`config.mk`:
```
export PLATFORM = sky130hd
export DESIGN_NAME = xmodem_crc_packet_framer
export DESIGN_NICKNAME = d
export VERILOG_FILES = /design/src/design/xcpf_pkg.sv /design/src/design/xcpf_crc.sv /design/src/design/xmodem_crc_packet_framer.sv
export VERILOG_INCLUDE_DIRS = /design/src /design/src/design
export SDC_FILE = /design/constraint.sdc
export NUM_CORES = 1
export LEC_CHECK = 0
export BUFFER_PORTS_ARGS = -buffer_cell sky130_fd_sc_hd__buf_2
export CAP_MARGIN = 20
export CORE_MARGIN = 4
export CORE_UTILIZATION = 55
export DETAILED_ROUTE_END_ITERATION = 10
export MAX_ROUTING_LAYER = met4
export PLACE_DENSITY = 0.74
export SLEW_MARGIN = 20
export SYNTH_ARGS = -nofsm -noshare
export SYNTH_HDL_FRONTEND = slang
export SYNTH_SLANG_ARGS = --single-unit
```
`constraint.sdc`:
```
create_clock -name i_clk -period 2.8 [get_ports i_clk]
set_clock_uncertainty 0.15 [all_clocks]
set_input_delay 0.28 -clock i_clk [delete_from_list [all_inputs] [get_ports i_clk]]
set_output_delay 0.28 -clock i_clk [all_outputs]
set_load 0.1 [all_outputs]
```
`src/design/xmodem_crc_packet_framer_assert.svh`:
```
// Assertion macros, compiled out for synthesis
`ifndef XMODEM_CRC_PACKET_FRAMER_ASSERT_SVH
`define XMODEM_CRC_PACKET_FRAMER_ASSERT_SVH

`ifndef SYNTHESIS
`define XCPF_ASSERT_SAME(lbl, clk, rst_n, ante, cons) \
    lbl: assert property (@(posedge clk) disable iff (!(rst_n)) (ante) |-> (cons)) \
        else $error("xcpf: same-cycle check failed");
`define XCPF_ASSERT_NEXT(lbl, clk, rst_n, ante, cons) \
    lbl: assert property (@(posedge clk) disable iff (!(rst_n)) (ante) |=> (cons)) \
        else $error("xcpf: next-cycle check failed");
`else
`define XCPF_ASSERT_SAME(lbl, clk, rst_n, ante, cons)
`define XCPF_ASSERT_NEXT(lbl, clk, rst_n, ante, cons)
`endif

`endif

```
`src/design/xcpf_pkg.sv`:
```
`timescale 1ns / 1ps
`default_nettype none

package xcpf_pkg;

    localparam int PACKET_BYTES = 128;
    localparam int PLEN = (PACKET_BYTES < 2) ? 2 : ((PACKET_BYTES > 128) ? 128 : PACKET_BYTES);

    localparam logic [7:0]  BYTE_SOH    = 8'h01;
    localparam logic [7:0]  BYTE_EOT    = 8'h04;
    localparam logic [7:0]  BYTE_ETB    = 8'h17;
    localparam logic [15:0] CRC_POLY    = 16'h1021;
    localparam logic [7:0]  PAD_RESET   = 8'hFF;
    localparam logic [7:0]  START_RESET = 8'h01;

    localparam logic REQ_DATA  = 1'b0;
    localparam logic REQ_END   = 1'b1;
    localparam logic CFG_PAD   = 1'b0;
    localparam logic CFG_START = 1'b1;

    typedef struct packed {
        logic clear;
        logic load;
        logic shift;
    } t_crc_ctl;

endpackage

`default_nettype wire

```
`src/design/xcpf_crc.sv`:
```
`timescale 1ns / 1ps
`default_nettype none

module xcpf_crc (
    input  wire                 i_clk,
    input  wire                 i_rst_n,
    input  wire xcpf_pkg::t_crc_ctl i_ctl,
    input  wire  [7:0]          i_byte,
    output logic [15:0]         o_crc
);
    import xcpf_pkg::*;

    logic [15:0] r_crc;
    logic [15:0] n_crc;
    logic [7:0]  r_sr;
    logic [7:0]  n_sr;
    logic        w_fb;

    assign w_fb = r_crc[15] ^ r_sr[7];

    always_comb begin
        n_crc = r_crc;
        n_sr  = r_sr;
        if (i_ctl.shift) begin
            n_crc = {r_crc[14:0], 1'b0} ^ (w_fb ? CRC_POLY : 16'h0000);
            n_sr  = {r_sr[6:0], 1'b0};
        end
        if (i_ctl.load) begin
            n_sr = i_byte;
        end
        if (i_ctl.clear) begin
            n_crc = 16'h0000;
        end
    end

    always_ff @(posedge i_clk) begin
        if (!i_rst_n) begin
            r_crc <= 16'h0000;
        end else begin
            r_crc <= n_crc;
        end
    end

    always_ff @(posedge i_clk) begin
        r_sr <= n_sr;
    end

    assign o_crc = r_crc;

endmodule

`default_nettype wire

```
`src/design/xmodem_crc_packet_framer.sv`:
```
// After a request is accepted, the sequencer moves to its first output state, header or not, and
// registers the first result there once the output is free. Each payload byte is emitted, then
// shifted bit-serially through the CRC before the next request; an end request also shifts each pad byte.
// A stalled output holds the sequencer; one request is in flight at a time.
// Reset: synchronous, active low; pad byte 0xFF, start sequence 1, CRC and count cleared.
`timescale 1ns / 1ps
`default_nettype none
`include "xmodem_crc_packet_framer_assert.svh"

module xmodem_crc_packet_framer (
    input  wire         i_clk,
    input  wire         i_rst_n,
    input  wire         i_cfg_we,
    input  wire         i_cfg_idx,
    input  wire  [7:0]  i_cfg_data,
    input  wire         s_axis_tvalid,
    output logic        s_axis_tready,
    input  wire  [7:0]  s_axis_tdata,   // [7:0] data_byte
    input  wire         s_axis_tuser,   // [0] req_type
    output logic        m_axis_tvalid,
    input  wire         m_axis_tready,
    output logic [15:0] m_axis_tdata,   // [7:0] out_byte, [15:8] copies
    output logic        m_axis_tlast
);
    import xcpf_pkg::*;

    localparam logic [3:0] S_IDLE  = 4'd0;
    localparam logic [3:0] S_HDR0  = 4'd1;
    localparam logic [3:0] S_HDR1  = 4'd2;
    localparam logic [3:0] S_HDR2  = 4'd3;
    localparam logic [3:0] S_DATA  = 4'd4;
    localparam logic [3:0] S_PAD   = 4'd5;
    localparam logic [3:0] S_CRC   = 4'd6;
    localparam logic [3:0] S_CRCHI = 4'd7;
    localparam logic [3:0] S_CRCLO = 4'd8;
    localparam logic [3:0] S_EOT   = 4'd9;
    localparam logic [3:0] S_ETB   = 4'd10;

    logic [3:0]  r_state, n_state;
    logic        r_req, n_req;
    logic [7:0]  r_data, n_data;
    logic [7:0]  r_pad, n_pad;
    logic [7:0]  r_start, n_start;
    logic [7:0]  r_seq, n_seq;
    logic [6:0]  r_bytes, n_bytes;
    logic        r_in_transfer, n_in_transfer;
    logic [7:0]  r_left, n_left;
    logic [2:0]  r_bit, n_bit;
    logic        r_out_valid, n_out_valid;
    logic [7:0]  r_out_byte, n_out_byte;
    logic [7:0]  r_out_copies, n_out_copies;
    logic        r_out_last, n_out_last;

    logic        w_out_free;
    logic        w_full;
    logic [7:0]  w_pad_copies;
    logic [15:0] w_crc;
    logic [7:0]  w_crc_byte;
    t_crc_ctl    w_ctl;

    assign w_out_free   = !r_out_valid || m_axis_tready;
    assign w_full       = ({1'b0, r_bytes} == 8'(PLEN - 1));
    assign w_pad_copies = 8'(PLEN) - {1'b0, r_bytes};
    assign w_crc_byte   = (r_req == REQ_END) ? r_pad : r_data;

    xcpf_crc u_crc (
        .i_clk   (i_clk),
        .i_rst_n (i_rst_n),
        .i_ctl   (w_ctl),
        .i_byte  (w_crc_byte),
        .o_crc   (w_crc)
    );

    assign s_axis_tready = (r_state == S_IDLE);

    always_comb begin
        n_state       = r_state;
        n_req         = r_req;
        n_data        = r_data;
        n_pad         = r_pad;
        n_start       = r_start;
        n_seq         = r_seq;
        n_bytes       = r_bytes;
        n_in_transfer = r_in_transfer;
        n_left        = r_left;
        n_bit         = r_bit;
        n_out_valid   = r_out_valid && !m_axis_tready;
        n_out_byte    = r_out_byte;
        n_out_copies  = r_out_copies;
        n_out_last    = r_out_last;
        w_ctl         = '0;

        case (r_state)
            S_IDLE: begin
                if (s_axis_tvalid) begin
                    n_req  = s_axis_tuser;
                    n_data = s_axis_tdata;
                    if (s_axis_tuser == REQ_DATA) begin
                        n_in_transfer = 1'b1;
                        n_state = (r_bytes == 7'd0) ? S_HDR0 : S_DATA;
                    end else begin
                        n_state = (r_bytes != 7'd0) ? S_PAD : S_EOT;
                    end
                end
            end
            S_HDR0: begin
                if (w_out_free) begin
                    n_out_valid  = 1'b1;
                    n_out_byte   = BYTE_SOH;
                    n_out_copies = 8'd1;
                    n_out_last   = 1'b0;
                    n_state      = S_HDR1;
                end
            end
            S_HDR1: begin
                if (w_out_free) begin
                    n_out_valid  = 1'b1;
                    n_out_byte   = r_seq;
                    n_out_copies = 8'd1;
                    n_out_last   = 1'b0;
                    n_state      = S_HDR2;
                end
            end
            S_HDR2: begin
                if (w_out_free) begin
                    n_out_valid  = 1'b1;
                    n_out_byte   = ~r_seq;
                    n_out_copies = 8'd1;
                    n_out_last   = 1'b0;
                    n_state      = S_DATA;
                end
            end
            S_DATA: begin
                if (w_out_free) begin
                    n_out_valid  = 1'b1;
                    n_out_byte   = r_data;
                    n_out_copies = 8'd1;
                    n_out_last   = !w_full;
                    w_ctl.load   = 1'b1;
                    n_left       = 8'd1;
                    n_bit        = 3'd0;
                    n_state      = S_CRC;
                end
            end
            S_PAD: begin
                if (w_out_free) begin
                    n_out_valid  = 1'b1;
                    n_out_byte   = r_pad;
                    n_out_copies = w_pad_copies;
                    n_out_last   = 1'b0;
                    w_ctl.load   = 1'b1;
                    n_left       = w_pad_copies;
                    n_bit        = 3'd0;
                    n_state      = S_CRC;
                end
            end
            S_CRC: begin
                w_ctl.shift = 1'b1;
                n_bit       = r_bit + 3'd1;
                if (r_bit == 3'd7) begin
                    n_left = r_left - 8'd1;
                    if (r_left == 8'd1) begin
                        if (r_req == REQ_END) begin
                            n_state = S_CRCHI;
                        end else begin
                            n_bytes = r_bytes + 7'd1;
                            n_state = w_full ? S_CRCHI : S_IDLE;
                        end
                    end else begin
                        w_ctl.load = 1'b1;
                    end
                end
            end
            S_CRCHI: begin
                if (w_out_free) begin
                    n_out_valid  = 1'b1;
                    n_out_byte   = w_crc[15:8];
                    n_out_copies = 8'd1;
                    n_out_last   = 1'b0;
                    n_state      = S_CRCLO;
                end
            end
            S_CRCLO: begin
                if (w_out_free) begin
                    n_out_valid  = 1'b1;
                    n_out_byte   = w_crc[7:0];
                    n_out_copies = 8'd1;
                    n_out_last   = (r_req == REQ_DATA);
                    w_ctl.clear  = 1'b1;
                    n_bytes      = 7'd0;
                    n_seq        = r_seq + 8'd1;
                    n_state      = (r_req == REQ_END) ? S_EOT : S_IDLE;
                end
            end
            S_EOT: begin
                if (w_out_free) begin
                    n_out_valid  = 1'b1;
                    n_out_byte   = BYTE_EOT;
                    n_out_copies = 8'd1;
                    n_out_last   = 1'b0;
                    n_state      = S_ETB;
                end
            end
            S_ETB: begin
                if (w_out_free) begin
                    n_out_valid   = 1'b1;
                    n_out_byte    = BYTE_ETB;
                    n_out_copies  = 8'd1;
                    n_out_last    = 1'b1;
                    w_ctl.clear   = 1'b1;
                    n_bytes       = 7'd0;
                    n_seq         = r_start;
                    n_in_transfer = 1'b0;
                    n_state       = S_IDLE;
                end
            end
            default: begin
                n_state = S_IDLE;
            end
        endcase

        if (i_cfg_we) begin
            case (i_cfg_idx)
                CFG_PAD: begin
                    n_pad = i_cfg_data;
                end
                CFG_START: begin
                    n_start = i_cfg_data;
                    if (!r_in_transfer) begin
                        n_seq = i_cfg_data;
                    end
                end
                default: begin
                    n_pad = r_pad;
                end
            endcase
        end
    end

    always_ff @(posedge i_clk) begin
        if (!i_rst_n) begin
            r_state       <= S_IDLE;
            r_pad         <= PAD_RESET;
            r_start       <= START_RESET;
            r_seq         <= START_RESET;
            r_bytes       <= 7'd0;
            r_in_transfer <= 1'b0;
            r_left        <= 8'd0;
            r_bit         <= 3'd0;
            r_out_valid   <= 1'b0;
        end else begin
            r_state       <= n_state;
            r_pad         <= n_pad;
            r_start       <= n_start;
            r_seq         <= n_seq;
            r_bytes       <= n_bytes;
            r_in_transfer <= n_in_transfer;
            r_left        <= n_left;
            r_bit         <= n_bit;
            r_out_valid   <= n_out_valid;
        end
    end

    always_ff @(posedge i_clk) begin
        r_req        <= n_req;
        r_data       <= n_data;
        r_out_byte   <= n_out_byte;
        r_out_copies <= n_out_copies;
        r_out_last   <= n_out_last;
    end

    assign m_axis_tvalid = r_out_valid;
    assign m_axis_tdata  = {r_out_copies, r_out_byte};
    assign m_axis_tlast  = r_out_last;

    `XCPF_ASSERT_SAME(a_empty_packet_crc_zero, i_clk, i_rst_n,
        (r_state == S_IDLE) && (r_bytes == 7'd0), w_crc == 16'h0000)
    `XCPF_ASSERT_SAME(a_crc_has_work, i_clk, i_rst_n,
        r_state == S_CRC, r_left != 8'd0)
    `XCPF_ASSERT_NEXT(a_header_first, i_clk, i_rst_n,
        s_axis_tvalid && s_axis_tready && (s_axis_tuser == REQ_DATA) && (r_bytes == 7'd0),
        r_state == S_HDR0)
    `XCPF_ASSERT_NEXT(a_end_restores_seq, i_clk, i_rst_n,
        (r_state == S_ETB) && w_out_free && !i_cfg_we,
        (r_seq == r_start) && !r_in_transfer)

endmodule

`default_nettype wire
```
; ---- After elaboration in Yosys (flattened, before gate mapping)
; Index checks and enable logic that the tools add are counted.
[op_classes]
add_sub_neg = 5
n_mul = 0
div = 0
order_cmp = 0
n_eq_ne = 31
shift = 0
muxes = 65
n_bitwise = 6
n_reduce_logical = 33
[ops]
columns = cell, count
row1 = two-way mux 8 bit, 19
row2 = one-hot mux 8 bit (9 select lines), 1
row3 = two-way mux 4 bit, 14
row4 = one-hot mux 4 bit (10 select lines), 1
row5 = one-hot mux 8 bit (2 select lines), 2
row6 = two-way mux 7 bit, 4
row7 = != test 2 bit (second input constant), 14
row8 = one-hot mux 8 bit (3 select lines), 1
row9 = == test 4 x 3 -> 1 bit (second input constant), 4
row10 = bitwise XOR 16 bit, 1
row11 = one-hot mux 7 bit (2 select lines), 1
row12 = two-way mux 1 bit, 13
row13 = two-way mux 13 bit, 1
row14 = == test 4 bit (second input constant), 3
row15 = two-way mux 3 bit, 4
row16 = AND reduction 11 bit, 1
row17 = AND reduction 10 bit, 1
row18 = AND reduction 5 bit, 2
row19 = nonzero test 2 bit, 5
row20 = nonzero test 9 bit, 1
row21 = OR reduction 9 bit, 1
row22 = adder 8 x 1 -> 8 bit (second input constant), 1
row23 = == test 4 x 2 -> 1 bit (second input constant), 2
row24 = == test 8 x 1 -> 1 bit (second input constant), 1
row25 = 28 further kinds, 42
[totals]
ff_bits = 98
latchBits = 0
ramBits = 0
mem_bits_ro = 0
output_inout_bits = 19
elab_cells = 156
n_memories = 0

; ---- Logic depth before layout (Yosys ltp)
[depth]
word_depth = 7
mapped_depth = 8

; ---- Modules after synthesis
; From an unflattened synthesis, not the netlist that was laid out.
[hier_totals]
hier_cells = 546
area_unflattened_um2 = 5037.3
[by_module_without_submodules]
columns = mod, instances, cells_each, area_per_inst_um2, seq_area_each_um2
row1 = xmodem_crc_packet_framer, 1, 468, 4063.9, 1741.7
row2 = xcpf_crc, 1, 78, 973.4, 560.5

; ---- Least setup slack after synthesis
; No wires, ideal clock.
[synth_path]
kind = register to register
from = register r_state[3]
to = register r_data[0] (enable)
t_arrival_ps = 2012
t_required_ps = 2308
setup_slack_ps = 296
path_stages_with_launch = 5
n_path_buf = 1
cell_sequence = dfxtp_1 -> buf_6 -> or4_4 -> inv_1 -> and2_1
[synth_via]
elab_chain_len = 2
[synth_rtl]
columns = element, line
row1 = start: declaration, xmodem_crc_packet_framer.sv:39  ; logic [3:0] r_state, n_state;
row2 = start signal: assignment, xmodem_crc_packet_framer.sv:252  ; r_state <= n_state;
row3 = zero test 4 bit, -
row4 = via s_axis_tready, xmodem_crc_packet_framer.sv:17  ; output logic s_axis_tready,
row5 = AND reduction 2 bit (no source line), -
row6 = end signal: assignment, xmodem_crc_packet_framer.sv:266  ; r_data <= n_data;
row7 = end: declaration, xmodem_crc_packet_framer.sv:41  ; logic [7:0] r_data, n_data;
; The timed path passes the listed nets, and every way through them passes these cells.
; A chain may end at the register's enable or synchronous reset.

; ---- Final worst setup path
[layout_path]
from = register r_state[3]
to = output s_axis_tready
[layout_via]
elab_chain_len = 1
[layout_rtl]
columns = element, line
row1 = zero test 4 bit, xmodem_crc_packet_framer.sv:74  ; assign s_axis_tready = (r_state == S_IDLE);
row2 = end: declaration, xmodem_crc_packet_framer.sv:17
; Every way passes these cells.

==> flow_metrics.env <==
export IMPL_cts_sinks=98
export IMPL_crit_arrival_ns=2.06
export IMPL_drt_antenna_violating_nets=0
export IMPL_timing_hold_worst_class="input pin to flop"
export IMPL_ys_top_cells_by_area="dfxtp_1 25%, edfxtp_1 20%, nand2_1 7.8%"
export IMPL_yosys_area_top_type_share_pct=25.2
export IMPL_setup_repair_after_global_routing_missed_its_margin="no"
export IMPL_fp_dieW_um=104
export IMPL_grt_start_max_net_pins=27
export IMPL_timing_max_transition_violations_final=0
export IMPL_setup_worst_path_start="r_state[3]"
export IMPL_max_cap_viol_count=0
export IMPL_routed_top_layer="met4"
export IMPL_portBuffers=41
export IMPL_hold_start="i_cfg_data[1]"
export IMPL_met3RoutedLength_um=986
export IMPL_yosys_top_cells_count="105 x nand2_1, 64 x dfxtp_1, 45 x a21oi_1"
export IMPL_worst_endpoint_required_ns=2.37
export IMPL_cellLeakagePower_nw=2.03
export IMPL_finalHoldViolations=0
export IMPL_power_per_cell_area_nw_per_um2=1070
export IMPL_synth_avg_cell_area_um2=8.83
export IMPL_die_height_um=104
export IMPL_first_pass_detailed_route_iteration_total=5
export IMPL_place_detailed_hpwl_um=9100
export IMPL_routed_wire_length_per_instance_um=17.4
export IMPL_cts_tree="yes"
export IMPL_syn_cell_area_um2=5080
export IMPL_insertedDiodeCount=0
export IMPL_initial_utilization_pct=57.4
export IMPL_vias=4412
export IMPL_gp_routability_congestion=0.999
export IMPL_cell_type_contributing_the_most_total_cell_area_after_synthesis="dfxtp_1"
export IMPL_detailed_route_wire_length_um=12600
export IMPL_ys_warnings_count=0
export IMPL_asyncSetResetFlopFracSynth_pct=0
export IMPL_synth_cell_types=68
export IMPL_cts_buffers_inserted=9
export IMPL_result_of_the_run="finished clean"
export IMPL_detail_route_vias_per_cell=6.10
export IMPL_r2r_start="r_state[2]"
export IMPL_synth_ff_latch_count=98
export IMPL_clock_pin_slew_on_the_worst_setup_and_hold_paths_ns=0.09
export IMPL_clock_tree_buffer_depth=2
export IMPL_die_area_um2=10800
export IMPL_synth_ff_type="dfxtp_1"
export IMPL_clock_tree_htree_level_count=3
export IMPL_drt_iter0_drc=468
export IMPL_post_route_util_pct=63.2
export IMPL_synth_edf_count=34
export IMPL_number_of_antenna_violations_at_the_first_check_in_global_routing=0
export IMPL_nNetsFinal=640
export IMPL_power_ir_vdd_worst_v=0.000568
export IMPL_cp_max_fo=19
export IMPL_seq_area_frac_synth_pct=45.3
export IMPL_shortest_clock_period_the_worst_path_allows_after_layout_ns=2.49
export IMPL_grt_overflow_total=0
export IMPL_fin_setup_tns_ns=0
export IMPL_final_min_period_over_clock_period_pct=89.1
export IMPL_boundaryPins=42
export IMPL_worstSkewPairLatency_ns=0.36
export IMPL_route_detailed_drc=0
export IMPL_areaGrowthSynthToFinish_pct=10.1
export IMPL_finalSetupViolations=0
export IMPL_cts_repair_resize_count=0
export IMPL_relSlewSlack_pct=52.3
export IMPL_setup_crit_start_kind="flop"
export IMPL_via_count_of_the_first_global_routing_pass=4081
export IMPL_grt_total_usage_pct=24.2
export IMPL_num_rows=34
export IMPL_coreArea_um2=8850
export IMPL_mappedNetlistNets=605
export IMPL_clk_root_buffer_cell="clkbuf_8"
export IMPL_grt_pass1_wl_um=20900
export IMPL_nFillCells=788
export IMPL_synth_most_common_cell="nand2_1"
export IMPL_m1WireLength_um=5490
export IMPL_crit_path_end_kind="primary output"
export IMPL_final_layout_size_suffix_gt1_share_pct=15.3
export IMPL_crit_type="flop to primary output"
export IMPL_worst_slew_pin_transition_ns=0.714
export IMPL_met2_length_um=5890
export IMPL_achievable_frequency_mhz=401
export IMPL_netlist_instances=575
[metal layers]
| layer | GRT usage (%) | up-vias |
|---|---|---|
| met3 | 5.03 | 23 |
| met1 | 31.5 | 2077 |
| met4 | 6.08 | 0 |
| met5 | - | - |
| li1 | - | 2126 |
| met2 | 38.8 | 186 |
[path summary, 6_finish.rpt]
path	to	slack, ns	cells past startpoint
setup reg to reg	u_crc.o_crc[0]	0.39	7
hold reg to reg	r_start[7]	0.31	2
setup / recovery	s_axis_tready	0.31	3
hold / removal	r_pad[1]	0.02	3
[placed cells by master, fill, tap and decap left out, types with 3 or more instances in the layout]
| master | instances |
|---|---|
| dfxtp_1 | 64 |
| mux2i_1 | 3 |
| nand3_1 | 30 |
| clkbuf_8 | 9 |
| a31oi_1 | 9 |
| o22ai_1 | 4 |
| o21ai_0 | 27 |
| nand2b_1 | 12 |
| nor2_1 | 38 |
| nor3_1 | 21 |
| nand2_1 | 105 |
| dlygate4sd3_1 | 9 |
| a22oi_1 | 10 |
| edfxtp_1 | 34 |
| nand4_1 | 4 |
| ha_1 | 7 |
| o211ai_1 | 3 |
| buf_4 | 11 |
| a221o_1 | 4 |
| xor2_1 | 15 |
| nor2b_1 | 10 |
| and3_1 | 4 |
| and2_1 | 6 |
| mux2_2 | 16 |
| inv_1 | 10 |
| xnor2_1 | 5 |
| buf_2 | 41 |
| a2bb2oi_1 | 4 |
| o311ai_0 | 3 |
| a21oi_1 | 45 |
| clkinvlp_4 | 3 |
| clkinv_1 | 3 |
[where the power goes]
group / switching [W] / internal [W]
Combinational: 0.00227 / 0.000795
Clock: 0.000470 / 0.000314
Sequential: 0.000256 / 0.00188
[metrics by stage]
| stage | cells | hold WS, ns | worst slack, ns | power (W) | cell area, um^2 |
|---|---|---|---|---|---|
| 6_report | 723 | 0.0203 | 0.306 | 0.00599 | 5590 |
| 3_3_place_gp | 698 | 0.297 | 0.529 | 0.00515 | 5340 |
| 3_5_place_dp | 698 | 0.301 | 0.466 | 0.00518 | 5340 |
| 4_1_cts | 723 | 0.00850 | 0.309 | 0.00598 | 5590 |
| 5_1_grt | 723 | 0.0127 | 0.162 | 0.00631 | 5590 |
| 2_1_floorplan | 575 | 0.229 | 0.296 | 0.00460 | 5080 |
[state kept, by name, summed over array words and instances, names as in the netlist, 4 cells and up]
| signal | flops |
|---|---|
| r_bytes | 7 |
| r_state | 4 |
| r_seq | 8 |
| r_data | 8 |
| u_crc.o_crc | 16 |
| u_crc.r_sr | 8 |
| r_left | 8 |
| r_pad | 8 |
| r_out_byte | 8 |
| r_start | 8 |
| r_out_copies | 8 |
[kinds of logic (layout without fill, tap and decap cells)]
kind of cell             after synthesis  after routing  synth area share [%]
flip-flops                            98             98                  45.3
buffers and inverters                 47             87                  3.94
AO/OA/AOI/OAI                        133            133                  17.7
multiplexers                          19             19                  4.14
AND/OR/NAND/NOR                      251            251                  23.7
XOR/XNOR                              20             20                  3.45
adder cells (fa/ha/maj)                7              7                  1.72
[what timing repair did]
action / CTS / global route
setup buffers: 0 / 0
hold buffers: 9 / 0
endpoints found under the setup margin: 0 / 0
endpoints found under the hold margin: 9 / 0
[layout make-up]
class / instances / area, um^2 / area share [%]
timing repair buffer: 61 / 378 / 6.76
tap: 108 / 135 / 2.42
clock buffer: 10 / 128 / 2.28
multi-input combinational: 430 / 2580 / 46.1
inverter: 10 / 37.5 / 0.671
clock inverter: 6 / 33.8 / 0.604
sequential: 98 / 2300 / 41.2
[critical path: stages (launching register included)]
cell     delay, ns
dfxtp_1       0.50
or4_4         0.65
inv_1         0.12
buf_2         0.43
(Power assumes the default switching activity.)
